===== src/rtl/ptc_pkg.sv =====
`timescale 1ns / 1ps
// ----------------------------------------------------------------------------
// ptc_pkg
// Shared widths, character codes, token kind codes and the result struct
// used by the punctuation token classifier.
// ----------------------------------------------------------------------------
package ptc_pkg;

    localparam int CHAR_W = 8;
    localparam int KIND_W = 6;
    localparam int LEN_W  = 2;

    typedef logic [CHAR_W-1:0] char_t;
    typedef logic [KIND_W-1:0] kind_t;
    typedef logic [LEN_W-1:0]  len_t;

    typedef struct packed {
        kind_t kind;
        len_t  length;
    } token_t;

    // character codes
    localparam char_t CH_PLUS    = 8'h2B;
    localparam char_t CH_MINUS   = 8'h2D;
    localparam char_t CH_STAR    = 8'h2A;
    localparam char_t CH_SLASH   = 8'h2F;
    localparam char_t CH_PERCENT = 8'h25;
    localparam char_t CH_CARET   = 8'h5E;
    localparam char_t CH_BANG    = 8'h21;
    localparam char_t CH_TILDE   = 8'h7E;
    localparam char_t CH_EQ      = 8'h3D;
    localparam char_t CH_AMP     = 8'h26;
    localparam char_t CH_PIPE    = 8'h7C;
    localparam char_t CH_LT      = 8'h3C;
    localparam char_t CH_GT      = 8'h3E;
    localparam char_t CH_DOT     = 8'h2E;
    localparam char_t CH_HASH    = 8'h23;
    localparam char_t CH_QUEST   = 8'h3F;
    localparam char_t CH_COMMA   = 8'h2C;
    localparam char_t CH_LPAREN  = 8'h28;
    localparam char_t CH_RPAREN  = 8'h29;
    localparam char_t CH_LBRACK  = 8'h5B;
    localparam char_t CH_RBRACK  = 8'h5D;
    localparam char_t CH_LBRACE  = 8'h7B;
    localparam char_t CH_RBRACE  = 8'h7D;
    localparam char_t CH_SEMI    = 8'h3B;
    localparam char_t CH_COLON   = 8'h3A;

    // token kinds
    localparam kind_t KIND_NONE     = 6'd0;
    localparam kind_t KIND_PLUS     = 6'd1;
    localparam kind_t KIND_MINUS    = 6'd3;
    localparam kind_t KIND_STAR     = 6'd5;
    localparam kind_t KIND_SLASH    = 6'd7;
    localparam kind_t KIND_PERCENT  = 6'd9;
    localparam kind_t KIND_CARET    = 6'd11;
    localparam kind_t KIND_BANG     = 6'd13;
    localparam kind_t KIND_TILDE    = 6'd15;
    localparam kind_t KIND_AMP      = 6'd17;
    localparam kind_t KIND_AMP_EQ   = 6'd18;
    localparam kind_t KIND_AMP_AMP  = 6'd19;
    localparam kind_t KIND_PIPE     = 6'd20;
    localparam kind_t KIND_PIPE_EQ  = 6'd21;
    localparam kind_t KIND_PIPE2    = 6'd22;
    localparam kind_t KIND_LT       = 6'd23;
    localparam kind_t KIND_LT_EQ    = 6'd24;
    localparam kind_t KIND_SHL      = 6'd25;
    localparam kind_t KIND_SHL_EQ   = 6'd26;
    localparam kind_t KIND_GT       = 6'd27;
    localparam kind_t KIND_GT_EQ    = 6'd28;
    localparam kind_t KIND_SHR      = 6'd29;
    localparam kind_t KIND_SHR_EQ   = 6'd30;
    localparam kind_t KIND_DOT      = 6'd31;
    localparam kind_t KIND_ELLIPSIS = 6'd32;
    localparam kind_t KIND_HASH     = 6'd33;
    localparam kind_t KIND_QUEST    = 6'd34;
    localparam kind_t KIND_ASSIGN   = 6'd35;
    localparam kind_t KIND_COMMA    = 6'd37;
    localparam kind_t KIND_LPAREN   = 6'd38;
    localparam kind_t KIND_RPAREN   = 6'd39;
    localparam kind_t KIND_LBRACK   = 6'd40;
    localparam kind_t KIND_RBRACK   = 6'd41;
    localparam kind_t KIND_LBRACE   = 6'd42;
    localparam kind_t KIND_RBRACE   = 6'd43;
    localparam kind_t KIND_SEMI     = 6'd44;
    localparam kind_t KIND_COLON    = 6'd45;

    // token lengths
    localparam len_t LEN_NONE = 2'd0;
    localparam len_t LEN_ONE  = 2'd1;
    localparam len_t LEN_TWO  = 2'd2;
    localparam len_t LEN_THREE = 2'd3;

endpackage


===== src/rtl/punctuation_token_classifier.sv =====
`timescale 1ns / 1ps
// ----------------------------------------------------------------------------
// punctuation_token_classifier
// Classifies C-style punctuation and operators by longest match over a
// three-character window and returns the token kind and length.
// ----------------------------------------------------------------------------
// stages: input register, decode, result register
// throughput: one item per cycle; a held result stalls the input once both
//   registers are full
// reset: rst_n clears both valid flags; payload registers are not reset
// ----------------------------------------------------------------------------
module punctuation_token_classifier
(
    input  logic           clk,
    input  logic           rst_n,

    input  logic           in_valid,
    output logic           in_stall,
    input  ptc_pkg::char_t lead_char,
    input  ptc_pkg::char_t next_char,
    input  ptc_pkg::char_t third_char,

    output logic           out_valid,
    input  logic           out_stall,
    output ptc_pkg::kind_t token_kind,
    output ptc_pkg::len_t  token_length
);

    logic            s1_valid_reg;
    ptc_pkg::char_t  c0_reg;
    ptc_pkg::char_t  c1_reg;
    ptc_pkg::char_t  c2_reg;

    logic            out_valid_reg;
    ptc_pkg::token_t token_reg;
    ptc_pkg::token_t token_next;

    logic            s2_advance;
    logic            s1_advance;

    assign s2_advance = !out_valid_reg || !out_stall;
    assign s1_advance = !s1_valid_reg || s2_advance;
    assign in_stall   = !s1_advance;

    ptc_classify u_classify
    (
        .c0    (c0_reg),
        .c1    (c1_reg),
        .c2    (c2_reg),
        .token (token_next)
    );

    always_ff @(posedge clk or negedge rst_n)
    begin
        if (!rst_n)
        begin
            s1_valid_reg  <= 1'b0;
            out_valid_reg <= 1'b0;
        end
        else
        begin
            if (s1_advance)
                s1_valid_reg <= in_valid;
            if (s2_advance)
                out_valid_reg <= s1_valid_reg;
        end
    end

    always_ff @(posedge clk)
    begin
        if (s1_advance && in_valid)
        begin
            c0_reg <= lead_char;
            c1_reg <= next_char;
            c2_reg <= third_char;
        end
        if (s2_advance && s1_valid_reg)
            token_reg <= token_next;
    end

    assign out_valid    = out_valid_reg;
    assign token_kind   = token_reg.kind;
    assign token_length = token_reg.length;

    // accepted item lands in the input register
    assert property (@(posedge clk) disable iff (!rst_n)
        in_valid && !in_stall |=> s1_valid_reg)
        else $error("accepted item lost before decode");

    // a decoded item moves to the result register unless the output holds it back
    assert property (@(posedge clk) disable iff (!rst_n)
        s1_valid_reg && s2_advance |=> out_valid)
        else $error("decoded item lost before result register");

    // no-token and zero length go together
    assert property (@(posedge clk) disable iff (!rst_n)
        out_valid |-> ((token_kind == ptc_pkg::KIND_NONE)
                       == (token_length == ptc_pkg::LEN_NONE)))
        else $error("token kind and length disagree");

    // only the three-character forms have length three
    assert property (@(posedge clk) disable iff (!rst_n)
        out_valid && token_length == ptc_pkg::LEN_THREE |->
            (token_kind == ptc_pkg::KIND_SHL_EQ || token_kind == ptc_pkg::KIND_SHR_EQ
             || token_kind == ptc_pkg::KIND_ELLIPSIS))
        else $error("bad three-character token");

endmodule


===== src/rtl/ptc_classify.sv =====
`timescale 1ns / 1ps
// ----------------------------------------------------------------------------
// ptc_classify
// Longest-match decode of one three-character window into a token kind
// and length.
// ----------------------------------------------------------------------------
module ptc_classify
(
    input  ptc_pkg::char_t  c0,
    input  ptc_pkg::char_t  c1,
    input  ptc_pkg::char_t  c2,
    output ptc_pkg::token_t token
);

    ptc_pkg::kind_t base;
    logic           has_eq_form;

    always_comb
    begin
        base        = ptc_pkg::KIND_NONE;
        has_eq_form = 1'b0;
        token.kind   = ptc_pkg::KIND_NONE;
        token.length = ptc_pkg::LEN_NONE;

        case (c0)
            ptc_pkg::CH_PLUS:    begin base = ptc_pkg::KIND_PLUS;    has_eq_form = 1'b1; end
            ptc_pkg::CH_MINUS:   begin base = ptc_pkg::KIND_MINUS;   has_eq_form = 1'b1; end
            ptc_pkg::CH_STAR:    begin base = ptc_pkg::KIND_STAR;    has_eq_form = 1'b1; end
            ptc_pkg::CH_SLASH:   begin base = ptc_pkg::KIND_SLASH;   has_eq_form = 1'b1; end
            ptc_pkg::CH_PERCENT: begin base = ptc_pkg::KIND_PERCENT; has_eq_form = 1'b1; end
            ptc_pkg::CH_CARET:   begin base = ptc_pkg::KIND_CARET;   has_eq_form = 1'b1; end
            ptc_pkg::CH_BANG:    begin base = ptc_pkg::KIND_BANG;    has_eq_form = 1'b1; end
            ptc_pkg::CH_TILDE:   begin base = ptc_pkg::KIND_TILDE;   has_eq_form = 1'b1; end
            ptc_pkg::CH_EQ:      begin base = ptc_pkg::KIND_ASSIGN;  has_eq_form = 1'b1; end
            ptc_pkg::CH_AMP:
            begin
                token.length = ptc_pkg::LEN_TWO;
                if (c1 == ptc_pkg::CH_EQ)
                    token.kind = ptc_pkg::KIND_AMP_EQ;
                else if (c1 == ptc_pkg::CH_AMP)
                    token.kind = ptc_pkg::KIND_AMP_AMP;
                else
                begin
                    token.kind   = ptc_pkg::KIND_AMP;
                    token.length = ptc_pkg::LEN_ONE;
                end
            end
            ptc_pkg::CH_PIPE:
            begin
                token.length = ptc_pkg::LEN_TWO;
                if (c1 == ptc_pkg::CH_EQ)
                    token.kind = ptc_pkg::KIND_PIPE_EQ;
                else if (c1 == ptc_pkg::CH_PIPE)
                    token.kind = ptc_pkg::KIND_PIPE2;
                else
                begin
                    token.kind   = ptc_pkg::KIND_PIPE;
                    token.length = ptc_pkg::LEN_ONE;
                end
            end
            ptc_pkg::CH_LT:
            begin
                token.length = ptc_pkg::LEN_TWO;
                if (c1 == ptc_pkg::CH_EQ)
                    token.kind = ptc_pkg::KIND_LT_EQ;
                else if (c1 == ptc_pkg::CH_LT)
                begin
                    if (c2 == ptc_pkg::CH_EQ)
                    begin
                        token.kind   = ptc_pkg::KIND_SHL_EQ;
                        token.length = ptc_pkg::LEN_THREE;
                    end
                    else
                        token.kind = ptc_pkg::KIND_SHL;
                end
                else
                begin
                    token.kind   = ptc_pkg::KIND_LT;
                    token.length = ptc_pkg::LEN_ONE;
                end
            end
            ptc_pkg::CH_GT:
            begin
                token.length = ptc_pkg::LEN_TWO;
                if (c1 == ptc_pkg::CH_EQ)
                    token.kind = ptc_pkg::KIND_GT_EQ;
                else if (c1 == ptc_pkg::CH_GT)
                begin
                    if (c2 == ptc_pkg::CH_EQ)
                    begin
                        token.kind   = ptc_pkg::KIND_SHR_EQ;
                        token.length = ptc_pkg::LEN_THREE;
                    end
                    else
                        token.kind = ptc_pkg::KIND_SHR;
                end
                else
                begin
                    token.kind   = ptc_pkg::KIND_GT;
                    token.length = ptc_pkg::LEN_ONE;
                end
            end
            ptc_pkg::CH_DOT:
            begin
                // a lone pair of dots is no token
                if (c1 != ptc_pkg::CH_DOT)
                begin
                    token.kind   = ptc_pkg::KIND_DOT;
                    token.length = ptc_pkg::LEN_ONE;
                end
                else if (c2 == ptc_pkg::CH_DOT)
                begin
                    token.kind   = ptc_pkg::KIND_ELLIPSIS;
                    token.length = ptc_pkg::LEN_THREE;
                end
            end
            ptc_pkg::CH_HASH:   begin token.kind = ptc_pkg::KIND_HASH;   token.length = ptc_pkg::LEN_ONE; end
            ptc_pkg::CH_QUEST:  begin token.kind = ptc_pkg::KIND_QUEST;  token.length = ptc_pkg::LEN_ONE; end
            ptc_pkg::CH_COMMA:  begin token.kind = ptc_pkg::KIND_COMMA;  token.length = ptc_pkg::LEN_ONE; end
            ptc_pkg::CH_LPAREN: begin token.kind = ptc_pkg::KIND_LPAREN; token.length = ptc_pkg::LEN_ONE; end
            ptc_pkg::CH_RPAREN: begin token.kind = ptc_pkg::KIND_RPAREN; token.length = ptc_pkg::LEN_ONE; end
            ptc_pkg::CH_LBRACK: begin token.kind = ptc_pkg::KIND_LBRACK; token.length = ptc_pkg::LEN_ONE; end
            ptc_pkg::CH_RBRACK: begin token.kind = ptc_pkg::KIND_RBRACK; token.length = ptc_pkg::LEN_ONE; end
            ptc_pkg::CH_LBRACE: begin token.kind = ptc_pkg::KIND_LBRACE; token.length = ptc_pkg::LEN_ONE; end
            ptc_pkg::CH_RBRACE: begin token.kind = ptc_pkg::KIND_RBRACE; token.length = ptc_pkg::LEN_ONE; end
            ptc_pkg::CH_SEMI:   begin token.kind = ptc_pkg::KIND_SEMI;   token.length = ptc_pkg::LEN_ONE; end
            ptc_pkg::CH_COLON:  begin token.kind = ptc_pkg::KIND_COLON;  token.length = ptc_pkg::LEN_ONE; end
            default:
            begin
                token.kind   = ptc_pkg::KIND_NONE;
                token.length = ptc_pkg::LEN_NONE;
            end
        endcase

        // bare operator or its compound assignment form
        if (has_eq_form)
        begin
            if (c1 == ptc_pkg::CH_EQ)
            begin
                token.kind   = ptc_pkg::KIND_W'(base + ptc_pkg::kind_t'(1));
                token.length = ptc_pkg::LEN_TWO;
            end
            else
            begin
                token.kind   = base;
                token.length = ptc_pkg::LEN_ONE;
            end
        end
    end

endmodule


===== config.mk =====
export PLATFORM = sky130hd
export DESIGN_NAME = punctuation_token_classifier
export DESIGN_NICKNAME = d
export VERILOG_FILES = /design/src/rtl/ptc_pkg.sv /design/src/rtl/punctuation_token_classifier.sv /design/src/rtl/ptc_classify.sv
export SDC_FILE = /design/constraint.sdc
export NUM_CORES = 1
export LEC_CHECK = 0
export BUFFER_PORTS_ARGS = -buffer_cell sky130_fd_sc_hd__buf_2
export CORE_ASPECT_RATIO = 0.8
export CORE_MARGIN = 10
export CORE_UTILIZATION = 59
export DETAILED_ROUTE_END_ITERATION = 10
export PLACE_DENSITY = 0.88
export SLEW_MARGIN = 20
export SYNTH_ARGS = -nofsm -noshare
export SYNTH_HDL_FRONTEND = slang
export SYNTH_SLANG_ARGS = --single-unit
export TNS_END_PERCENT = 5

===== constraint.sdc =====
create_clock -name clk -period 4.6 [get_ports clk]
set_input_delay 0.92 -clock clk [delete_from_list [all_inputs] [get_ports clk]]
set_output_delay 0.92 -clock clk [all_outputs]
set_load 0.02 [all_outputs]

==> results by group, run 1 <==
Global routing
  – Vias in the first global route: 1555
  – GRT Total Usage: 0.138
  – Grt total ovfl: 0
  – Initial antenna violation count: 0
  – First-pass GRT wire length: 7110 µm
  – Largest net degree at the start of global routing: 25

Clock network
  – CTS Buf Count: 5
  – TritonCTS Sinks: 34
  – Clk_lat worst skew: 280 ps
  – PostCTS Resize Cnt: 0
  – H-tree depth: 2
  – Hold bufs inserted after CTS: 0
  – Number of setup buffers added after CTS: 0
  – CTS root buf: clkbuf_8
  – Clk buf depth: 2
  – Clock Pin Slew Worst Setup and Hold Paths: 70 ps
  – CTS tree: yes

Synth
  – Yosys warning total: 0
  – Main synth FF type: edfxtp_1
  – EDFF count, synth: 32
  – Synth Cell Area: 0.00200 mm²
  – Post-Syn Nets: 214
  – Avg Cell Area, Syn: 10.8 µm²
  – Ys async rst share: 0.0588
  – Top post-synthesis cells by area: edfxtp_1, a21oi_1, dfrtp_1, nor3_1, nor2b_1
  – Synthesized instance count: 185
  – Seq/Total Area, Yosys: 0.507
  – Yosys top cell by area: edfxtp_1
  – Number of unique standard cell types used by synthesis: 55
  – Synth Register Bits: 34
  – Top cell type's share of synthesized area: 0.482

Cells and area
  – Area delta synth->final: 13.4%
  – Nets: 247
  – Commonest non-fill, non-tap cell in the layout: buf_2
  – Most frequent cells in the layout: buf_2, edfxtp_1
  – Ratio of cells with drive above 1 in the final layout: 0.237
  – Core Util, Final: 0.712
  – Filler Cell Count: 236
  – Ant diodes: 0

Die
  – Die Span Y: 72.0 µm
  – Initial core utilization: 0.628
  – Die X: 85.0 µm
  – DIE AREA: 0.00612 mm²
  – I/O Pins: 38
  – Core area: 0.00318 mm²
  – Placement Rows: 18

Setup path
  – Crit path launch type: flop
  – Crit-path max cell delay: 630 ps
  – Top delay family on crit path: simple AND/OR/NAND/NOR gates
  – CP Buf/Inv Count: 1
  – Crit-path max FO: 18
  – CP endpoint kind: flop
  – Crit-path cells: nor4b_4 -> nand2_1 -> o22a_1 -> inv_1 -> ha_1 -> nor2_1 -> a21oi_1 -> a211o_1
  – Critical-path top delay cell: edfxtp_1
  – Required @ worst endpoint: 4640 ps
  – CP Class: flop to flop
  – Worst EP arrival: 2490 ps

Timing
  – Worst hold slack: 407 ps
  – Final setup fails: 0
  – Final Cycle Share: 0.534
  – Final min period: 2460 ps
  – Final Max Tran Viols: 0
  – Setup TNS: 0 ps
  – Worst-margin pin slew: 716 ps
  – Final worst slack: 2140 ps
  – RSZ-0062 raised after global routing: false
  – Worst Skew: 5.90 ps
  – Hold Fails Final Rpt: 0
  – Rel. slew slack: 0.522
  – F_max: 0.407 GHz

Drt
  – Via count: 1661
  – Routed Antenna Nets: 0
  – Vias per std cell: 6.41
  – DRT Wirelength: 4290 µm
  – Wire length per cell after detailed routing: 16.6 µm
  – DRT Pass-1 Iters: 5
  – Residual DRC count: 0
  – Initial drt markers: 313

Placed design
  – RePlAce Congestion: 0.956
  – Pre-CTS setup slack: 2180 ps
  – Port bufs: 37
  – HPWL Detailed: 3320 µm

Run status
  – Outcome: finished, final reports clean

Power
  – Worst vdd ir: 248 µV
  – Pwr per Cell Area: 295 mW/mm²
  – Leakage: 0.858 nW

Run
  – Maxcap violations: 0

Worst hold path
  – HP Class: input pin to async pin
[where the power goes]
group          total, mW  internal, mW  switching, mW
clock              0.209         0.103          0.106
combinational     0.0706        0.0309         0.0397
sequential         0.387         0.364         0.0235
total              0.667         0.498          0.169
[through the flow]
stage / area, µm² / instances / total power [mW]
2_1_floorplan: 2000 / 185 / 0.437
3_3_place_gp: 2180 / 251 / 0.460
3_5_place_dp: 2180 / 251 / 0.464
4_1_cts: 2260 / 259 / 0.669
5_1_grt: 2260 / 259 / 0.694
6_report: 2260 / 259 / 0.667
[synth_stat cells, drive strengths merged (3+ instances only)]
cell type,instances
nand4bb,3
edfxtp,32
clkbuf,5
nor3,11
nand4,5
nor4,4
nor2b,7
nand3,4
a21boi,3
nor3b,3
buf,6
nand2,10
and3,4
nand4b,3
nand3b,3
o2111ai,3
or4,3
nor2,10
o211ai,3
inv,6
a21oi,10
o21ai,6
nand2b,4
or2,3
[layer usage]
layer / share of wire / global-route usage / up-vias
met2: 0.48 / 0.220 / 105
li1: - / - / 793
met5: 0 / 0 / -
met4: 0.011 / 0.0401 / 0
met1: 0.39 / 0.167 / 757
met3: 0.11 / 0.0558 / 6
[cell families (layout without fill, tap and decap cells)]
family,after synthesis,in the layout,share of synthesized area
xor+xnor,2,2,0.00878
flops,34,34,0.507
mux,2,2,0.0107
fa+ha+maj,1,1,0.00627
simple gates,89,89,0.290
compound gates,40,40,0.139
buf+inv,17,51,0.0389
[path summary, 6_finish.rpt]
path	startpoint	depth (start not counted)	to	slack (ps)
max in group asynchronous	rst_n	1	s1_valid_reg	4100
setup reg to reg	c0_reg[4]	8	token_kind[2]	2140
hold / removal	rst_n	1	out_valid	410
hold reg to reg	s1_valid_reg	1	out_valid	480
min in group clk	s1_valid_reg	1	out_valid	480
setup / recovery	c0_reg[4]	8	token_kind[2]	2140
[final cells by class]
type / instances / area [µm²] / area share
Timing Repair Buffer: 37 / 185 / 0.0819
Clock buffer: 5 / 68.8 / 0.0304
Sequential cell: 34 / 1010 / 0.447
Inverter: 6 / 22.5 / 0.00996
Clock inverter: 3 / 16.3 / 0.00719
Multi-Input combinational cell: 134 / 908 / 0.402
Tap cell: 40 / 50.0 / 0.0221
Power figures use the tool's default switching activity.
==> run 2, diff against run 1 <==
--- a/config.mk
+++ b/config.mk
@@ -8,9 +8,9 @@
 export BUFFER_PORTS_ARGS = -buffer_cell sky130_fd_sc_hd__buf_2
 export CORE_ASPECT_RATIO = 0.8
 export CORE_MARGIN = 10
-export CORE_UTILIZATION = 59
+export CORE_UTILIZATION = 55
 export DETAILED_ROUTE_END_ITERATION = 10
-export PLACE_DENSITY = 0.88
+export PLACE_DENSITY = 0.83
 export SLEW_MARGIN = 20
 export SYNTH_ARGS = -nofsm -noshare
 export SYNTH_HDL_FRONTEND = slang
==> constraint.sdc (replaced) <==
create_clock -name clk -period 2.4 [get_ports clk]
set_input_delay 0.48 -clock clk [delete_from_list [all_inputs] [get_ports clk]]
set_output_delay 0.48 -clock clk [all_outputs]
set_load 0.02 [all_outputs]
==> results by group, run 2 (synthesis results as in run 1) <==
Setup path
  – CP Class: flop to flop
  – Crit-path cells: buf_4 -> nor4b_4 -> nand2_1 -> o22a_1 -> inv_1 -> ha_1 -> inv_1 -> o41a_1 -> o2111ai_1
  – CP Launch Point: c0_reg[6]
  – Crit path launch type: flop
  – Critical Path Stages: 9
  – Top delay family on crit path: compound AO/OA/AOI/OAI gates
  – FF-to-FF path depth: 9
  – Critical-path top delay cell: edfxtp_1
  – CP dominant cell by count: inv_1
  – Required @ worst endpoint: 2510 ps
  – Worst EP arrival: 2410 ps
  – Worst R2R Setup Slack: 100 ps
  – Crit-path max FO: 8
  – Critical Path End: token_kind[3]
  – CP Buf/Inv Count: 3
  – R2r startpoint: c0_reg[6]
  – Crit-path max cell delay: 510 ps
  – CP endpoint kind: flop
  – Worst R2R End: token_kind[3]

Global routing
  – Grt total ovfl: 0
  – GRT Total Usage: 0.144
  – First-pass GRT wire length: 7550 µm
  – Vias in the first global route: 1627
  – Initial antenna violation count: 0
  – Largest net degree at the start of global routing: 25

Timing
  – Worst hold slack: 369 ps
  – Final worst slack: 102 ps
  – Worst-margin pin slew: 605 ps
  – Hold Fails Final Rpt: 0
  – Final setup fails: 0
  – F_max: 0.435 GHz
  – Setup TNS: 0 ps
  – Worst Skew: 5.20 ps
  – Final Cycle Share: 0.958
  – Final min period: 2300 ps
  – Final Max Tran Viols: 0
  – Rel. slew slack: 0.595

Cells and area
  – Nets: 263
  – Area delta synth->final: 19.6%
  – Most frequent cells in the layout: buf_2, edfxtp_1, buf_4
  – Ant diodes: 0
  – Commonest non-fill, non-tap cell in the layout: buf_2
  – Ratio of cells with drive above 1 in the final layout: 0.281
  – Filler Cell Count: 263
  – Finished Cell Area: 0.00239 mm²

Worst hold path
  – WHS Path Cells: 1
  – HP Class: input pin to flop

Die
  – DIE AREA: 0.00645 mm²
  – Core area: 0.00347 mm²
  – Placement Rows: 19
  – Die X: 87.3 µm
  – Die Span Y: 73.9 µm
  – I/O Pins: 38
  – Initial core utilization: 0.575

Drt
  – Initial drt markers: 176
  – Vias per std cell: 6.20
  – DRT Pass-1 Iters: 4
  – Residual DRC count: 0
  – Via count: 1718
  – DRT Wirelength: 4690 µm
  – Routed Antenna Nets: 0
  – Wire length per cell after detailed routing: 16.9 µm

Run
  – Maxcap violations: 0

Clock network
  – Clk_lat worst skew: 280 ps
  – Clk buf depth: 2
  – TritonCTS Sinks: 34
  – CTS Buf Count: 5
  – Clock Pin Slew Worst Setup and Hold Paths: 70 ps
  – CTS tree: yes
  – H-tree depth: 2
  – PostCTS Resize Cnt: 0
  – CTS root buf: clkbuf_8

Placed design
  – HPWL Detailed: 3550 µm
  – RePlAce Congestion: 0.929
  – Port bufs: 37
  – Placed Area: 0.00225 mm²
  – Pre-CTS setup slack: 70.1 ps

Run status
  – Outcome: finished, final reports clean

Power
  – Pwr per Cell Area: 545 mW/mm²
  – Leakage: 0.933 nW
  – Worst vdd ir: 434 µV
==> run 2: cell count changes in the layout (fill, tap and decap cells not counted) <==
cell / delta
a21boi_1: -1
and2_1: +1
dlygate4sd3_1: +1
and2_2: -1
a21boi_0: +1
buf_4: +15
==> run 2: power breakdown <==
group | total (mW) | leakage (nW) | switching, mW | internal (mW)
clock | 0.398 | 0.0416 | 0.200 | 0.198
combinational | 0.175 | 0.559 | 0.0974 | 0.0775
sequential | 0.728 | 0.332 | 0.0312 | 0.697
total | 1.30 | 0.933 | 0.328 | 0.972
==> run 2: how the worst min path moves through the flow <==
stage	from	slack (ps)	end
6_report	third_char[3]	370	c2_reg[3]
5_1_grt	third_char[3]	360	c2_reg[3]
4_1_cts	third_char[3]	370	c2_reg[3]
3_5_place_dp	rst_n	270	s1_valid_reg
3_3_place_gp	rst_n	270	s1_valid_reg
2_1_floorplan	rst_n	180	out_valid
==> run 2: final cells by class <==
type,instances,area (µm²),area share
tap,42,52.6,0.0220
multi-input combinational,134,907,0.380
timing repair buffer,53,308,0.129
clock buffer,5,68.8,0.0288
inverter,6,22.5,0.00944
sequential,34,1010,0.424
clock inverter,3,16.3,0.00682
==> run 2: timing repair <==
action | CTS | global route
hold buffers | 1 | 0
setup endpoints to repair | 0 | 1
hold endpoints to repair | 2 | 0
buffers inserted | 0 | 5
==> run 2: stage by stage <==
step	power, mW	cells	utilization
2_1_floorplan	0.837	185	-
3_3_place_gp	0.898	263	0.649
3_5_place_dp	0.905	263	0.649
4_1_cts	1.30	272	0.677
5_1_grt	1.35	277	0.687
6_report	1.30	277	0.687
==> run 2: per-layer routing <==
layer / global-route usage / part of all wire / wire length (µm) / vias to the layer above
met1: 0.187 / 0.43 / 2030 / 797
met2: 0.213 / 0.45 / 2130 / 91
li1: - / - / - / 822
met5: 0 / 0 / 0 / -
met4: 0.0477 / 0.013 / 59 / 0
met3: 0.0586 / 0.10 / 475 / 8
==> run 3, diff against run 2 <==
--- a/config.mk
+++ b/config.mk
@@ -5,14 +5,15 @@
 export SDC_FILE = /design/constraint.sdc
 export NUM_CORES = 1
 export LEC_CHECK = 0
-export BUFFER_PORTS_ARGS = -buffer_cell sky130_fd_sc_hd__buf_2
+export BUFFER_PORTS_ARGS = -buffer_cell sky130_fd_sc_hd__buf_4
 export CORE_ASPECT_RATIO = 0.8
 export CORE_MARGIN = 10
 export CORE_UTILIZATION = 55
 export DETAILED_ROUTE_END_ITERATION = 10
-export PLACE_DENSITY = 0.83
+export PLACE_DENSITY = 0.84
 export SLEW_MARGIN = 20
 export SYNTH_ARGS = -nofsm -noshare
 export SYNTH_HDL_FRONTEND = slang
+export SYNTH_HIERARCHICAL = 1
 export SYNTH_SLANG_ARGS = --single-unit
 export TNS_END_PERCENT = 5
==> results by group, run 3 <==
Synth
  – Post-synth top cells: edfxtp_1, nand2_1, nor2_1
  – Main synth FF type: edfxtp_1
  – Yosys warning total: 6
  – Synth Cell Area: 0.00195 mm²
  – Synthesized instance count: 181
  – Top cell type's share of synthesized area: 0.493
  – Avg Cell Area, Syn: 10.8 µm²
  – Seq/Total Area, Yosys: 0.519
  – Post-Syn Nets: 210
  – Top post-synthesis cells by area: edfxtp_1, nand2_1, dfrtp_1, o211ai_1, nor3_1
  – EDFF count, synth: 32
  – Yosys top cell by area: edfxtp_1
  – Number of unique standard cell types used by synthesis: 50
  – Ys async rst share: 0.0588
  – Most frequent cell after synthesis: edfxtp_1
  – Synth Register Bits: 34

Setup path
  – Required @ worst endpoint: 2410 ps
  – CP Buf/Inv Count: 1
  – Worst EP arrival: 2180 ps
  – R2r startpoint: c0_reg[2]
  – Critical-path top delay cell: edfxtp_1
  – Top delay family on crit path: compound AO/OA/AOI/OAI gates
  – Critical Path Stages: 6
  – Worst R2R End: token_kind[0]
  – Worst R2R Setup Slack: 230 ps
  – Crit-path max cell delay: 510 ps
  – CP Class: flop to flop
  – FF-to-FF path depth: 6
  – Crit-path max FO: 8
  – CP endpoint kind: flop
  – Crit path launch type: flop
  – Crit-path cells: inv_1 -> and3_1 -> o21ai_1 -> nand3_1 -> o32ai_1 -> o211ai_1

Worst hold path
  – HP Class: input pin to flop
  – End of the worst hold path: c1_reg[2]
  – WHS Path Cells: 1
  – HP Start: next_char[2]

Die
  – Initial core utilization: 0.569
  – Core area: 0.00342 mm²
  – I/O Pins: 38
  – Placement Rows: 19
  – Die X: 86.5 µm
  – DIE AREA: 0.00634 mm²
  – Die Span Y: 73.2 µm

Clock network
  – CTS Buf Count: 5
  – CTS root buf: clkbuf_8
  – H-tree depth: 2
  – Clk_lat worst skew: 300 ps
  – Clock Pin Slew Worst Setup and Hold Paths: 70 ps
  – Clk buf depth: 2
  – Number of setup buffers added after CTS: 0
  – CTS tree: yes
  – PostCTS Resize Cnt: 0
  – TritonCTS Sinks: 34

Placed design
  – Placed Area: 0.00230 mm²
  – RePlAce Congestion: 0.955
  – HPWL Detailed: 3690 µm
  – Port bufs: 37
  – Placed cells: 259

Drt
  – Vias per std cell: 6.18
  – Residual DRC count: 0
  – DRT Wirelength: 4700 µm
  – Via count: 1656
  – Routed Antenna Nets: 0
  – Initial drt markers: 196
  – Wire length per cell after detailed routing: 17.5 µm
  – DRT Pass-1 Iters: 4

Timing
  – Final Cycle Share: 0.903
  – RSZ-0062 raised after global routing: false
  – Rel. slew slack: 0.578
  – Setup TNS: 0 ps
  – Hold Fails Final Rpt: 0
  – Final setup fails: 0
  – Final Max Tran Viols: 0
  – Worst-margin pin slew: 628 ps
  – F_max: 0.461 GHz
  – Final min period: 2170 ps
  – Worst Skew: 7.35 ps

Cells and area
  – Post-Layout Cell Count: 268
  – Most frequent cells in the layout: buf_4, edfxtp_1, nand2_1
  – Commonest non-fill, non-tap cell in the layout: buf_4
  – Ant diodes: 0
  – Nets: 254
  – Ratio of cells with drive above 1 in the final layout: 0.279
  – Finished Cell Area: 0.00239 mm²
  – Area delta synth->final: 22.7%

Global routing
  – First-pass GRT wire length: 7360 µm
  – Largest net degree at the start of global routing: 25
  – GRT Total Usage: 0.148
  – Initial antenna violation count: 0
  – Grt total ovfl: 0
  – Vias in the first global route: 1511

Power
  – Pwr per Cell Area: 552 mW/mm²
  – Worst vdd ir: 492 µV
  – Leakage: 0.929 nW

Run
  – Maxcap violations: 0

Run status
  – Outcome: finished, final reports clean
## run 3: power by group
part           switching, mW  internal, mW
combinational         0.0964        0.0882
clock                  0.210         0.198
sequential            0.0310         0.697
## run 3: what timing repair did
action,4_1_cts,5_1_grt
setup endpoints to repair,0,0
endpoints found under the hold margin,2,0
hold buffers,1,0
## run 3: area by class of cell
cell class | count | area [µm²]
fillers | 280 | 1030
flip-flops and latches | 34 | 1010
multi-input cells | 132 | 876
repair buffers | 45 | 340
clock buffers | 5 | 68.8
well taps | 42 | 52.6
inverters | 7 | 26.3
clock inverters | 3 | 16.3
## run 3: worst max path at each step
stage          slack (ps)      start       endpoint
6_report              230  c0_reg[2]  token_kind[0]
5_1_grt               120  c0_reg[3]  token_kind[0]
3_3_place_gp          160  c0_reg[2]  token_kind[0]
3_5_place_dp          260  c0_reg[2]  token_kind[0]
2_1_floorplan         500  c0_reg[1]  token_kind[2]
4_1_cts               260  c0_reg[2]  token_kind[0]
## run 3: per-stage QoR
step	util	hold slack (ps)	power, mW	setup WS (ps)
global route	0.698	342	1.38	117
floorplan	-	184	0.836	498
CTS	0.698	345	1.33	258
finish	0.698	354	1.32	233
detailed placement	0.671	266	0.924	257
global placement	0.671	262	0.918	160
## run 3: kinds of logic after synthesis
| logic type | count (synthesis) | synth area share |
|---|---|---|
| simple gates | 87 | 0.286 |
| fa+ha+maj | 1 | 0.00642 |
| flops | 34 | 0.519 |
| compound gates | 42 | 0.148 |
| buf+inv | 15 | 0.0315 |
| xor+xnor | 2 | 0.00899 |
## run 3: worst reg2reg max path: cells and delay by family, from the launching register on
kind	cells	cell delay [ps]
compound gates	3	800
simple gates	2	430
buf+inv	1	140
flops	1	510
## run 3: routing by layer
layer | global-route usage | wire length [µm] | vias to the layer above | share of wire
met4 | 0.0664 | 90 | 0 | 0.019
met5 | 0 | 0 | - | 0
met2 | 0.219 | 2230 | 73 | 0.48
li1 | - | - | 793 | -
met1 | 0.176 | 1900 | 780 | 0.40
met3 | 0.0759 | 473 | 10 | 0.10
